File: src/sv/pam_pkg.sv
// ----------------------------------------------------------------------------
// Pixel to ASCII cell mapper package
// Shared constants, glyph codes and lookup functions.
// ----------------------------------------------------------------------------
`default_nettype none

package pam_pkg;

  localparam int RampLevels = 12;

  localparam logic [1:0] CFG_RETRO  = 2'd0;
  localparam logic [1:0] CFG_SINGLE = 2'd1;
  localparam logic [1:0] CFG_THRESH = 2'd2;

  localparam logic [9:0] ThreshReset = 10'd1020;

  localparam logic [6:0] GLYPH_VBAR   = 7'h7C;
  localparam logic [6:0] GLYPH_UNDER  = 7'h5F;
  localparam logic [6:0] GLYPH_BSLASH = 7'h5C;
  localparam logic [6:0] GLYPH_SLASH  = 7'h2F;

  function automatic logic [6:0] ramp_char(input logic [3:0] idx);
    logic [6:0] c;
    case (idx)
      4'd0:    c = 7'h20;
      4'd1:    c = 7'h2E;
      4'd2:    c = 7'h2D;
      4'd3:    c = 7'h3D;
      4'd4:    c = 7'h2B;
      4'd5:    c = 7'h2A;
      4'd6:    c = 7'h78;
      4'd7:    c = 7'h23;
      4'd8:    c = 7'h24;
      4'd9:    c = 7'h26;
      4'd10:   c = 7'h58;
      default: c = 7'h40;
    endcase
    return c;
  endfunction

  function automatic logic [23:0] hue_rgb(input logic [2:0] sector);
    logic [23:0] c;
    case (sector)
      3'd0:    c = 24'hFF0000;
      3'd1:    c = 24'hFFFF00;
      3'd2:    c = 24'h00FF00;
      3'd3:    c = 24'h00FFFF;
      3'd4:    c = 24'h0000FF;
      default: c = 24'hFF00FF;
    endcase
    return c;
  endfunction

  typedef struct packed {
    logic [7:0]  r;
    logic [7:0]  mx;
    logic [10:0] ax;
    logic [10:0] ay;
    logic        same_sign;
    logic [2:0]  sector;
    logic        white;
    logic        blk;
  } s1_t;

  typedef struct packed {
    logic [7:0]  r;
    logic [15:0] mx2;
    logic [21:0] ax2;
    logic [21:0] ay2;
    logic [23:0] ss;
    logic [19:0] th2;
    logic        zero_grad;
    logic        same_sign;
    logic [2:0]  sector;
    logic        white;
    logic        blk;
  } s2_t;

  typedef struct packed {
    logic [7:0] r;
    logic [6:0] glyph;
    logic       edge_hit;
    logic [2:0] sector;
    logic       white;
    logic       blk;
  } s3_t;

endpackage

`default_nettype wire

File: src/sv/pam_in_if.sv
// ----------------------------------------------------------------------------
// Pixel request channel
// Carries one pixel and its Sobel gradients with valid/ready.
// ----------------------------------------------------------------------------
`default_nettype none

interface pam_in_if;
  logic               valid;
  logic               ready;
  logic        [7:0]  red;
  logic        [7:0]  green;
  logic        [7:0]  blue;
  logic signed [10:0] grad_x;
  logic signed [10:0] grad_y;

  modport source (output valid, red, green, blue, grad_x, grad_y, input ready);
  modport sink (input valid, red, green, blue, grad_x, grad_y, output ready);
endinterface

`default_nettype wire

File: src/sv/pam_out_if.sv
// ----------------------------------------------------------------------------
// Cell request channel
// Carries one ASCII cell, its color and the edge flag with valid/ready.
// ----------------------------------------------------------------------------
`default_nettype none

interface pam_out_if;
  logic       valid;
  logic       ready;
  logic [6:0] glyph;
  logic [7:0] out_red;
  logic [7:0] out_green;
  logic [7:0] out_blue;
  logic       is_edge;

  modport source (output valid, glyph, out_red, out_green, out_blue, is_edge,
                  input ready);
  modport sink (input valid, glyph, out_red, out_green, out_blue, is_edge,
                output ready);
endinterface

`default_nettype wire

File: src/sv/pam_div.sv
// ----------------------------------------------------------------------------
// Pipelined channel divider
// Four-stage restoring divider, two quotient bits per stage, for a 16-bit
// numerator whose quotient by the 8-bit divisor is known to fit in 8 bits.
// ----------------------------------------------------------------------------
`default_nettype none

module pam_div (
  input  wire logic        clk_i,
  input  wire logic        en_i,
  input  wire logic [15:0] num_i,
  input  wire logic [7:0]  den_i,
  output logic      [7:0]  quo_o
);

  logic [15:0] rem_q [4];
  logic [7:0]  den_q [4];
  logic [7:0]  quo_q [4];

  for (genvar j = 0; j < 4; j++) begin : g_stage
    logic [15:0] rem_in;
    logic [7:0]  den_in;
    logic [7:0]  quo_in;
    logic [15:0] rem_d;
    logic [7:0]  quo_d;

    if (j == 0) begin : g_first
      assign rem_in = num_i;
      assign den_in = den_i;
      assign quo_in = '0;
    end else begin : g_next
      assign rem_in = rem_q[j-1];
      assign den_in = den_q[j-1];
      assign quo_in = quo_q[j-1];
    end

    always_comb begin
      logic [15:0] trial;
      rem_d = rem_in;
      quo_d = quo_in;
      for (int b = 0; b < 2; b++) begin
        trial = {8'd0, den_in} << (7 - 2 * j - b);
        if (rem_d >= trial) begin
          rem_d = rem_d - trial;
          quo_d[7-2*j-b] = 1'b1;
        end
      end
    end

    always_ff @(posedge clk_i) begin
      if (en_i) begin
        rem_q[j] <= rem_d;
        den_q[j] <= den_in;
        quo_q[j] <= quo_d;
      end
    end
  end

  assign quo_o = quo_q[3];

endmodule

`default_nettype wire

File: src/sv/pixel_to_ascii_cell_mapper.sv
// ----------------------------------------------------------------------------
// Pixel to ASCII cell mapper
// Turns one RGB pixel with its Sobel gradients into one colored ASCII cell.
// ----------------------------------------------------------------------------
// The block takes one pixel per cycle unless the output stalls and returns
// one cell per pixel, in order. The depth is set by the channel rescale,
// a four-stage divider behind one stage of range and hue logic; squares and
// compares for the ramp and edge test run beside it. The whole pipeline
// advances whenever the output register is empty or being taken, so a stall
// at the output holds every stage. Configuration is written through a plain
// write port and should only change while no pixel is in flight.
`default_nettype none

module pixel_to_ascii_cell_mapper (
  input  wire logic       clk_i,
  input  wire logic       rst_ni,
  pam_in_if.sink          pix_i,
  pam_out_if.source       cell_o,
  input  wire logic       cfg_we_i,
  input  wire logic [1:0] cfg_idx_i,
  input  wire logic [9:0] cfg_data_i
);

  logic       retro_q;
  logic       single_q;
  logic [9:0] thr_q;

  always_ff @(posedge clk_i or negedge rst_ni) begin
    if (!rst_ni) begin
      retro_q  <= 1'b0;
      single_q <= 1'b0;
      thr_q    <= pam_pkg::ThreshReset;
    end else if (cfg_we_i) begin
      case (cfg_idx_i)
        pam_pkg::CFG_RETRO:  retro_q  <= cfg_data_i[0];
        pam_pkg::CFG_SINGLE: single_q <= cfg_data_i[0];
        pam_pkg::CFG_THRESH: thr_q    <= cfg_data_i;
        default: ;
      endcase
    end
  end

  logic [5:1] v_q;
  logic       en;

  assign en          = !v_q[5] || cell_o.ready;
  assign pix_i.ready = en;

  always_ff @(posedge clk_i or negedge rst_ni) begin
    if (!rst_ni) begin
      v_q <= '0;
    end else if (en) begin
      v_q <= {v_q[4:1], pix_i.valid};
    end
  end

  pam_pkg::s1_t s1_d, s1_q;
  logic [15:0]  num_r, num_g, num_b;

  always_comb begin
    logic [7:0]         mx, mn, chroma;
    logic signed [8:0]  d;
    logic signed [10:0] t, c2;
    logic [3:0]         base, k;
    mx = pix_i.red;
    mn = pix_i.red;
    if (pix_i.green > mx) mx = pix_i.green;
    if (pix_i.blue > mx) mx = pix_i.blue;
    if (pix_i.green < mn) mn = pix_i.green;
    if (pix_i.blue < mn) mn = pix_i.blue;
    chroma = mx - mn;
    if (pix_i.red >= pix_i.green && pix_i.red >= pix_i.blue) begin
      d    = $signed({1'b0, pix_i.green}) - $signed({1'b0, pix_i.blue});
      base = d[8] ? 4'd6 : 4'd0;
    end else if (pix_i.green >= pix_i.blue) begin
      d    = $signed({1'b0, pix_i.blue}) - $signed({1'b0, pix_i.red});
      base = 4'd2;
    end else begin
      d    = $signed({1'b0, pix_i.red}) - $signed({1'b0, pix_i.green});
      base = 4'd4;
    end
    t  = (11'(d) <<< 1) + $signed({3'b000, chroma});
    c2 = $signed({2'b00, chroma, 1'b0});
    if (t < 0) k = base - 4'd1;
    else if (t >= c2) k = base + 4'd1;
    else k = base;
    if (k == 4'd6) k = 4'd0;

    s1_d.r         = pix_i.red;
    s1_d.mx        = mx;
    s1_d.ax        = pix_i.grad_x[10] ? 11'(-pix_i.grad_x) : pix_i.grad_x;
    s1_d.ay        = pix_i.grad_y[10] ? 11'(-pix_i.grad_y) : pix_i.grad_y;
    s1_d.same_sign = (pix_i.grad_x > 0) == (pix_i.grad_y > 0);
    s1_d.sector    = k[2:0];
    s1_d.white     = {chroma, 2'b00} < {2'b00, mx};
    s1_d.blk       = mx == 8'd0;

    num_r = {pix_i.red, 8'd0} - {8'd0, pix_i.red};
    num_g = {pix_i.green, 8'd0} - {8'd0, pix_i.green};
    num_b = {pix_i.blue, 8'd0} - {8'd0, pix_i.blue};
  end

  logic [7:0] mx_q;

  always_ff @(posedge clk_i) begin
    if (en) begin
      s1_q <= s1_d;
    end
  end

  assign mx_q = s1_q.mx;

  logic [15:0] num_r_q, num_g_q, num_b_q;

  always_ff @(posedge clk_i) begin
    if (en) begin
      num_r_q <= num_r;
      num_g_q <= num_g;
      num_b_q <= num_b;
    end
  end

  logic [7:0] quo_r, quo_g, quo_b;

  pam_div u_div_r (.clk_i, .en_i(en), .num_i(num_r_q), .den_i(mx_q), .quo_o(quo_r));
  pam_div u_div_g (.clk_i, .en_i(en), .num_i(num_g_q), .den_i(mx_q), .quo_o(quo_g));
  pam_div u_div_b (.clk_i, .en_i(en), .num_i(num_b_q), .den_i(mx_q), .quo_o(quo_b));

  pam_pkg::s2_t s2_d, s2_q;

  always_comb begin
    logic [11:0] sum;
    sum            = {1'b0, s1_q.ax} + {1'b0, s1_q.ay};
    s2_d.r         = s1_q.r;
    s2_d.mx2       = s1_q.mx * s1_q.mx;
    s2_d.ax2       = s1_q.ax * s1_q.ax;
    s2_d.ay2       = s1_q.ay * s1_q.ay;
    s2_d.ss        = sum * sum;
    s2_d.th2       = thr_q * thr_q;
    s2_d.zero_grad = s1_q.ax == 11'd0 && s1_q.ay == 11'd0;
    s2_d.same_sign = s1_q.same_sign;
    s2_d.sector    = s1_q.sector;
    s2_d.white     = s1_q.white;
    s2_d.blk       = s1_q.blk;
  end

  always_ff @(posedge clk_i) begin
    if (en) begin
      s2_q <= s2_d;
    end
  end

  pam_pkg::s3_t s3_d, s3_q, s4_q, s5_q;

  always_comb begin
    logic [19:0] m12;
    logic [11:0] r12;
    logic [3:0]  idx;
    logic [22:0] mag;
    logic [6:0]  eg;
    m12 = 20'(s2_q.mx2) * 20'd12;
    r12 = 12'(s2_q.r) * 12'd12;
    idx = '0;
    for (int k = 1; k < pam_pkg::RampLevels; k++) begin
      if (single_q ? (r12 >= 12'(k * 255)) : (m12 >= 20'(k * 65025))) begin
        idx = idx + 4'd1;
      end
    end
    mag = 23'(s2_q.ax2) + 23'(s2_q.ay2);
    if (s2_q.zero_grad) eg = pam_pkg::GLYPH_VBAR;
    else if (25'(s2_q.ss) < {2'b00, s2_q.ax2, 1'b0}) eg = pam_pkg::GLYPH_VBAR;
    else if (25'(s2_q.ss) < {2'b00, s2_q.ay2, 1'b0}) eg = pam_pkg::GLYPH_UNDER;
    else if (s2_q.same_sign) eg = pam_pkg::GLYPH_BSLASH;
    else eg = pam_pkg::GLYPH_SLASH;

    s3_d.r        = s2_q.r;
    s3_d.edge_hit = mag >= 23'(s2_q.th2);
    s3_d.glyph    = s3_d.edge_hit ? eg : pam_pkg::ramp_char(idx);
    s3_d.sector   = s2_q.sector;
    s3_d.white    = s2_q.white;
    s3_d.blk      = s2_q.blk;
  end

  always_ff @(posedge clk_i) begin
    if (en) begin
      s3_q <= s3_d;
      s4_q <= s3_q;
      s5_q <= s4_q;
    end
  end

  logic [23:0] color;

  always_comb begin
    if (single_q) color = {s5_q.r, s5_q.r, s5_q.r};
    else if (s5_q.blk) color = 24'hFFFFFF;
    else if (!retro_q) color = {quo_r, quo_g, quo_b};
    else if (s5_q.white) color = 24'hFFFFFF;
    else color = pam_pkg::hue_rgb(s5_q.sector);
  end

  assign cell_o.valid     = v_q[5];
  assign cell_o.glyph     = s5_q.glyph;
  assign cell_o.out_red   = color[23:16];
  assign cell_o.out_green = color[15:8];
  assign cell_o.out_blue  = color[7:0];
  assign cell_o.is_edge   = s5_q.edge_hit;

`ifndef SYNTH
  a_ready_follows_output: assert property (@(posedge clk_i) disable iff (!rst_ni)
    pix_i.ready == (!cell_o.valid || cell_o.ready))
    else $error("input ready does not follow the output register");

  a_edge_glyph: assert property (@(posedge clk_i) disable iff (!rst_ni)
    cell_o.valid && cell_o.is_edge |->
      (cell_o.glyph == pam_pkg::GLYPH_VBAR || cell_o.glyph == pam_pkg::GLYPH_UNDER ||
       cell_o.glyph == pam_pkg::GLYPH_BSLASH || cell_o.glyph == pam_pkg::GLYPH_SLASH))
    else $error("edge cell carries a ramp glyph");

  a_gray_single: assert property (@(posedge clk_i) disable iff (!rst_ni)
    cell_o.valid && single_q |->
      cell_o.out_red == cell_o.out_green && cell_o.out_green == cell_o.out_blue)
    else $error("single-channel cell is not gray");
`endif

endmodule

`default_nettype wire

File: src/flat_wrapper.sv
// flat-port wrapper written by rule: the top's interface ports become plain ports
module pixel_to_ascii_cell_mapper_flat 
  (clk_i, rst_ni, cfg_we_i, cfg_idx_i, cfg_data_i, pix_i_valid, pix_i_red, pix_i_green, pix_i_blue, pix_i_grad_x, pix_i_grad_y, pix_i_ready, cell_o_valid, cell_o_glyph, cell_o_out_red, cell_o_out_green, cell_o_out_blue, cell_o_is_edge, cell_o_ready);
  pam_in_if pix_i_i ();
  pam_out_if cell_o_i ();
  input  wire logic clk_i;
  input  wire logic rst_ni;
  input  wire logic cfg_we_i;
  input  wire logic [1:0] cfg_idx_i;
  input  wire logic [9:0] cfg_data_i;
  input wire logic [$bits(pix_i_i.valid)-1:0] pix_i_valid;
  input wire logic [$bits(pix_i_i.red)-1:0] pix_i_red;
  input wire logic [$bits(pix_i_i.green)-1:0] pix_i_green;
  input wire logic [$bits(pix_i_i.blue)-1:0] pix_i_blue;
  input wire logic [$bits(pix_i_i.grad_x)-1:0] pix_i_grad_x;
  input wire logic [$bits(pix_i_i.grad_y)-1:0] pix_i_grad_y;
  output wire logic [$bits(pix_i_i.ready)-1:0] pix_i_ready;
  output wire logic [$bits(cell_o_i.valid)-1:0] cell_o_valid;
  output wire logic [$bits(cell_o_i.glyph)-1:0] cell_o_glyph;
  output wire logic [$bits(cell_o_i.out_red)-1:0] cell_o_out_red;
  output wire logic [$bits(cell_o_i.out_green)-1:0] cell_o_out_green;
  output wire logic [$bits(cell_o_i.out_blue)-1:0] cell_o_out_blue;
  output wire logic [$bits(cell_o_i.is_edge)-1:0] cell_o_is_edge;
  input wire logic [$bits(cell_o_i.ready)-1:0] cell_o_ready;
  assign pix_i_i.valid = pix_i_valid;
  assign pix_i_i.red = pix_i_red;
  assign pix_i_i.green = pix_i_green;
  assign pix_i_i.blue = pix_i_blue;
  assign pix_i_i.grad_x = pix_i_grad_x;
  assign pix_i_i.grad_y = pix_i_grad_y;
  assign pix_i_ready = pix_i_i.ready;
  assign cell_o_valid = cell_o_i.valid;
  assign cell_o_glyph = cell_o_i.glyph;
  assign cell_o_out_red = cell_o_i.out_red;
  assign cell_o_out_green = cell_o_i.out_green;
  assign cell_o_out_blue = cell_o_i.out_blue;
  assign cell_o_is_edge = cell_o_i.is_edge;
  assign cell_o_i.ready = cell_o_ready;
  pixel_to_ascii_cell_mapper u_core (.clk_i(clk_i), .rst_ni(rst_ni), .pix_i(pix_i_i), .cell_o(cell_o_i), .cfg_we_i(cfg_we_i), .cfg_idx_i(cfg_idx_i), .cfg_data_i(cfg_data_i));
endmodule
File: config.mk
export PLATFORM = sky130hd
export DESIGN_NAME = pixel_to_ascii_cell_mapper_flat
export DESIGN_NICKNAME = d
export VERILOG_FILES = /design/src/sv/pam_pkg.sv /design/src/sv/pam_in_if.sv /design/src/sv/pam_out_if.sv /design/src/sv/pam_div.sv /design/src/sv/pixel_to_ascii_cell_mapper.sv /design/src/flat_wrapper.sv
export SDC_FILE = /design/constraint.sdc
export NUM_CORES = 2
export LEC_CHECK = 0
export BUFFER_PORTS_ARGS = -buffer_cell sky130_fd_sc_hd__buf_4
export CORE_MARGIN = 1
export CORE_UTILIZATION = 55
export DETAILED_ROUTE_END_ITERATION = 12
export GPL_ROUTABILITY_DRIVEN = 0
export PLACE_DENSITY = 0.73
export SLEW_MARGIN = 20
export SYNTH_ARGS = -nofsm -noshare
export SYNTH_HDL_FRONTEND = slang
export SYNTH_SLANG_ARGS = --single-unit
File: constraint.sdc
create_clock -name clk_i -period 28.1 [get_ports clk_i]
set_clock_uncertainty 0.1 [all_clocks]
set_input_delay 5.62 -clock clk_i [delete_from_list [all_inputs] [get_ports clk_i]]
set_output_delay 5.62 -clock clk_i [all_outputs]
set_load 0.02 [all_outputs]
Word-level counts from Yosys, hierarchy flattened --
Memory sizes are Yosys's and may differ from the RTL's. Cells that the tools add are included. Widths: inputs -> output; s select.
Operators by class: add/subtract/negate cells 48, $lt $le $gt $ge 61, multipliers 7, eq/ne operators 8, multiplexer cells 95, reductions and logical operators 12
Operators with widths (count):
- $mux 16 | 24
- $pmux 24 s5 | 1
- $mux 24 | 4
- $sub 16x8->16 | 6
- $ge 20x19->1 const B | 4
- $ge 20x20->1 const B | 3
- $mux 4 | 13
- $ge 12x11->1 const B | 4
- $ge 16x10->1 | 3
- $ge 16x11->1 | 3
- $ge 16x12->1 | 3
- $ge 16x13->1 | 3
- $ge 16x14->1 | 3
- $ge 16x15->1 | 3
- $ge 16x8->1 | 3
- $ge 16x9->1 | 3
- $lt 24x23->1 | 2
- $sub 16x10->16 | 3
- $sub 16x11->16 | 3
- $sub 16x12->16 | 3
- $sub 16x13->16 | 3
- $sub 16x14->16 | 3
- $sub 16x15->16 | 3
- $sub 16x9->16 | 3
- 51 further kinds | 125
Storage, ports and cells: memories kept 10, bits in read-only memories 112, RAM bits 384, output and inout bits 34, bits in registers 291, logic and storage cells 287, input bits 63
Memory list:
- (no name shown) | depth 16, width 7, read ports 1, clocked after memory_dff 0, wr ports 0, RTL line pam_pkg.sv:24 | case (idx)
- u_core.u_div_b.rem_q | depth 4, width 16, read ports 3, clocked after memory_dff 0, wr ports 4, RTL line pam_div.sv:16 | logic [15:0] rem_q [4];
- u_core.u_div_g.rem_q | depth 4, width 16, read ports 3, clocked after memory_dff 0, wr ports 4, RTL line pam_div.sv:16
- u_core.u_div_r.rem_q | depth 4, width 16, read ports 3, clocked after memory_dff 0, wr ports 4, RTL line pam_div.sv:16
- u_core.u_div_b.den_q | depth 4, width 8, read ports 3, clocked after memory_dff 0, wr ports 4, RTL line pam_div.sv:17 | logic [7:0] den_q [4];
- u_core.u_div_b.quo_q | depth 4, width 8, read ports 4, clocked after memory_dff 0, wr ports 4, RTL line pam_div.sv:18 | logic [7:0] quo_q [4];
- +4 memories

Longest topological paths before layout --
An unclocked memory read counts as a cell.
word-level depth 26, mapped depth 43, gate-level depth less buffers 42

Modules after synthesis --
Synthesis repeated with hierarchy kept, for this count alone.
Second synthesis, totals: cell total of the unflattened synthesis 5191, area, all modules 52800.6 µm²
By module, submodules not included:
- pixel_to_ascii_cell_mapper | cells an instance 3200, sequential area each 8453.1 µm², times used 1, area each 32203.4 µm²
- pam_div (u_core.u_div_b) | cells an instance 670, sequential area each 2762.6 µm², times used 1, area each 7003.0 µm²
- pam_div (u_core.u_div_r) | cells an instance 675, sequential area each 2762.6 µm², times used 1, area each 6859.1 µm²
- pam_div (u_core.u_div_g) | cells an instance 646, sequential area each 2762.6 µm², times used 1, area each 6735.2 µm²

Worst setup path before layout --
No wires, ideal clock.
path type input to output, start point in cell_o_ready, end point out pix_i_ready, slack 3.114 ns, data arrival time 19.266 ns, buffers on the path 1, cell stages on the path 2, path through nand2b_1 > clkbuf_1
Between the ends: cells in the longest elaborated chain, start to end 1
Ends and longest elaborated chain:
- start, declared | RTL line flat_wrapper.sv:24 | input wire logic [$bits(cell_o_i.ready)-1:0] cell_o_ready;
- $logic_or 1x1->1 | RTL line pixel_to_ascii_cell_mapper.sv:46 | assign en = !v_q[5] || cell_o.ready;
- end, declared | RTL line flat_wrapper.sv:17 | output wire logic [$bits(pix_i_i.ready)-1:0] pix_i_ready;
No other way between the ends.

Worst setup path after layout --
start point in pix_i_green[1], end point reg u_core.s1_q[3] (netlist bit) (data pin)
Between the ends: cells in the longest elaborated chain, start to end 10, elaborated cells on any way between the ends 27, classes of those cells add/sub: 6; order compare: 8; eq/ne: 1; mux: 11; reduce/logical: 1
Ends and longest elaborated chain:
- start, declared | RTL line flat_wrapper.sv:13 | input wire logic [$bits(pix_i_i.green)-1:0] pix_i_green;
- $gt 8x8->1 / $lt 8x8->1 (equally long branches) | RTL line pixel_to_ascii_cell_mapper.sv:67, pixel_to_ascii_cell_mapper.sv:69
- $mux 8, on equally long branches | RTL line pixel_to_ascii_cell_mapper.sv:67, pixel_to_ascii_cell_mapper.sv:69
- $gt 8x8->1 / $lt 8x8->1 (equally long branches) | RTL line pixel_to_ascii_cell_mapper.sv:68, pixel_to_ascii_cell_mapper.sv:70
- $mux 8, on equally long branches | RTL line pixel_to_ascii_cell_mapper.sv:68, pixel_to_ascii_cell_mapper.sv:70
- $sub 8x8->8 | RTL line pixel_to_ascii_cell_mapper.sv:71 | chroma = mx - mn;
- $add 10x9->11 | RTL line pixel_to_ascii_cell_mapper.sv:82 | t = (11'(d) <<< 1) + $signed({3'b000, chroma});
- $ge 11x10->1 | RTL line pixel_to_ascii_cell_mapper.sv:85 | else if (t >= c2) k = base + 4'd1;
- $mux 4 | RTL line pixel_to_ascii_cell_mapper.sv:85
- $mux 4 (*) | RTL line pixel_to_ascii_cell_mapper.sv:84 | if (t < 0) k = base - 4'd1;
- $eq 4x3->1 | RTL line pixel_to_ascii_cell_mapper.sv:87 | if (k == 4'd6) k = 4'd0;
- end signal, assigned | RTL line pixel_to_ascii_cell_mapper.sv:107 | s1_q <= s1_d;
- end, declared | RTL line pixel_to_ascii_cell_mapper.sv:57 | pam_pkg::s1_t s1_d, s1_q;
Every way passes the cells marked *; elsewhere a longest branch is shown, timed or not. A chain may end at the register's enable or synchronous reset.

==> metrics.md <==
| Metric | Value |
|---|---|
| Status | `complete, no violations` |
| Post-Syn Instances | `around 5k` |
| Share of flip-flops with an asynchronous set or reset | `0.0335` |
| Core area | `87400 sq um` |
| Fillers | `between 7k and 8k` |
| Grt total ovfl | `0` |
| Number of global-route vias before repair | `about 34k` |
| Worst reg-to-reg setup slack | `~19000 ps` |
| CP peak stage delay | `around 780 ps` |
| Crit path top cell by count | `a21oi_1` |
| Cell Area, Synth | `~49000 sq um` |
| Prevailing post-synth register cell | `edfxtp_1` |
| Number of synthesized flops with an enable pin | `approximately 490` |
| Root Buffer | `clkbuf_16` |
| Fmax | `~73 MHz` |
| Yosys cell types | `around 100` |
| Max cap viols | `0` |
| Flops & latches, synth | `approximately 500` |
| Seq/Total Area, Yosys | `0.310` |
| Die H | `between 300 and 400 microns` |
| GRT Total Usage | `0.240` |
| Clock latency on the worst-skew pair | `approximately 640 ps` |
| Setup TNS | `0 ps` |
| Arr. time, crit path | `between 10000 and 15000 ps` |
| Post-CTS sizing | `0` |
| Layout cell share with drive strength beyond 1 | `0.0687` |
| Num rows | `approximately 110` |
| Largest net degree at the start of global routing | `around 160` |
| Num CTS Buffers | `60` |
| Synth warn | `0` |
| Via/cell ratio | `5.64` |
| Largest area contributor in the netlist | `edfxtp_1` |
| Least-Margin Pin Slew | `about 1100 ps` |
| Die ar. | `between 90000 and 100000 sq um` |
| Dpl hpwl | `around 84 mm` |
| Routed Antenna Nets | `0` |
| Finished Core Util | `0.605` |
| Worst path required time | `about 28000 ps` |
| Layout net count | `between 5k and 6k` |
| Hold_buf cts | `0` |
| CP Launch Type | `input pin` |
| CTS tree | `built` |
| Tcrit/Tclk final | `0.488` |
| Syn-to-layout area delta | `8.21%` |
| Global-route wire length before repair | `approximately 170 mm` |
| RSZ-0062 raised after global routing | `false` |
| Max Buffers Root-to-Sink | `3` |
| Initial antenna violation count | `1` |
| Max Slew Vio Count | `0` |
| Initial core utilization | `0.559` |
| Slowest stage cell, crit path | `o21ai_1` |
| Postcts setup bufs | `0` |
| Period minus WS final | `~14000 ps` |
| Diode count | `0` |
| Hold Worst Slack | `about 310 ps` |
| Die W | `around 300 microns` |
| Avg Cell Area, Syn | `9.97 sq um` |
| Drc violations | `0` |
| R2R cell count | `40` |
| Crit Path Max Fanout | `15` |
| Most common cell after layout, fill and taps aside | `inv_1` |
| First-pass DRT Iterations | `7` |
| Via count | `between 30k and 40k` |
| Number of port buffers | `between 90 and 100` |
| Synth area leaders | `edfxtp_1 (30%), ha_1 (16%), fa_1 (12%)` |
| Initial drt markers | `2544` |
| Hold depth | `0` |
| DR WL/cell | `~17 microns` |
| Htree depth | `2` |
| Setup violators final | `0` |
| Slew margin rel. | `0.289` |
| Worst Setup End Kind | `flop` |
| Clock Sinks | `508` |
| Ports | `97` |
| Synth top area share | `0.302` |
| Reg clk slew, reported paths | `70 ps` |
| Hold Crit Class | `reg2reg` |
| Most frequent cells in the layout | `inv_1 (648), ha_1 (630), edfxtp_1 (491)` |
| Final hold vios | `0` |
| Final WL | `approximately 110 mm` |
| Crit Path Class | `in2reg` |
==> routing by layer <==
| metal | GRT usage | share of wire |
|---|---|---|
| met1 | 0.351 | 0.48 |
| met3 | 0.0280 | 0.057 |
| met4 | 0.0663 | 0.024 |
| met2 | 0.378 | 0.44 |
| met5 | 0 | 0 |
==> flip-flops by register name, summed over array words and instances (netlist names), 20 cells and up <==
register and cells:
u_core.s1_q 35, u_core.s2_q 113, u_core.s3_q 21, u_core.s4_q 21, u_core.u_div_b.quo_q 20, u_core.u_div_b.rem_q 48
u_core.u_div_g.quo_q 20, u_core.u_div_g.rem_q 48, u_core.u_div_r.quo_q 20, u_core.u_div_r.rem_q 45
==> cells by family (layout without fill, tap and decap cells) <==
logic type | Yosys count | count (layout) | synth area share
AND/OR/NAND/NOR | 1331 | 1331 | 0.139
adder cells (fa/ha/maj) | 934 | 934 | 0.285
XOR/XNOR | 346 | 346 | 0.0637
buffers and inverters | 753 | 879 | 0.0588
multiplexers | 115 | 115 | 0.0256
other | 1 | 3 | 0.0000767
flip-flops | 508 | 508 | 0.310
AO/OA/AOI/OAI | 918 | 918 | 0.118
==> critical path, delay by kind of cell <==
family | cells | cell delay, ps
AO/OA/AOI/OAI | 23 | 5310
XOR/XNOR | 3 | 510
adder cells (fa/ha/maj) | 5 | 1460
buffers and inverters | 3 | 390
AND/OR/NAND/NOR | 6 | 700
==> cell usage after synthesis (all sizes together) (117+ instances only) <==
library cell	count
nor2b	117
and2	150
nand2b	119
inv	651
edfxtp	491
nor2	346
nand2	283
ha	630
fa	302
a21oi	290
xnor2	256
o21ai	235
==> path summary, 6_finish.rpt <==
path                                            startpoint                    endpoint
worst max register to register            u_core.s2_q[100]             u_core.s3_q[11]
max in group asynchronous                           rst_ni             u_core.thr_q[5]
min in group asynchronous                           rst_ni              u_core.retro_q
worst min-delay path            u_core.u_div_g.quo_q[2][6]  u_core.u_div_g.quo_q[3][6]
worst min register to register  u_core.u_div_g.quo_q[2][6]  u_core.u_div_g.quo_q[3][6]
worst max-delay path                        pix_i_green[1]              u_core.s1_q[3]
==> area by class of cell <==
class | instances | area [sq um] | share of cell area
timing repair buffer | 119 | 906 | 0.0171
clock buffer | 64 | 1520 | 0.0287
tap | 1155 | 1450 | 0.0273
inverter | 652 | 2450 | 0.0462
sequential | 508 | 15200 | 0.287
clock inverter | 44 | 553 | 0.0105
multi-input combinational | 3647 | 30900 | 0.583
==> through the flow <==
step           setup WS [ps]  instances  area [sq um]
2_1_floorplan           3110       4908         48900
3_3_place_gp           14120       6081         50800
3_5_place_dp           13830       6081         50800
4_1_cts                14510       6189         52900
5_1_grt                13470       6189         52900
6_report               14390       6189         52900
Power is not shown: default switching activity piles up to over one toggle a cycle in this logic, so the estimate is an artifact.
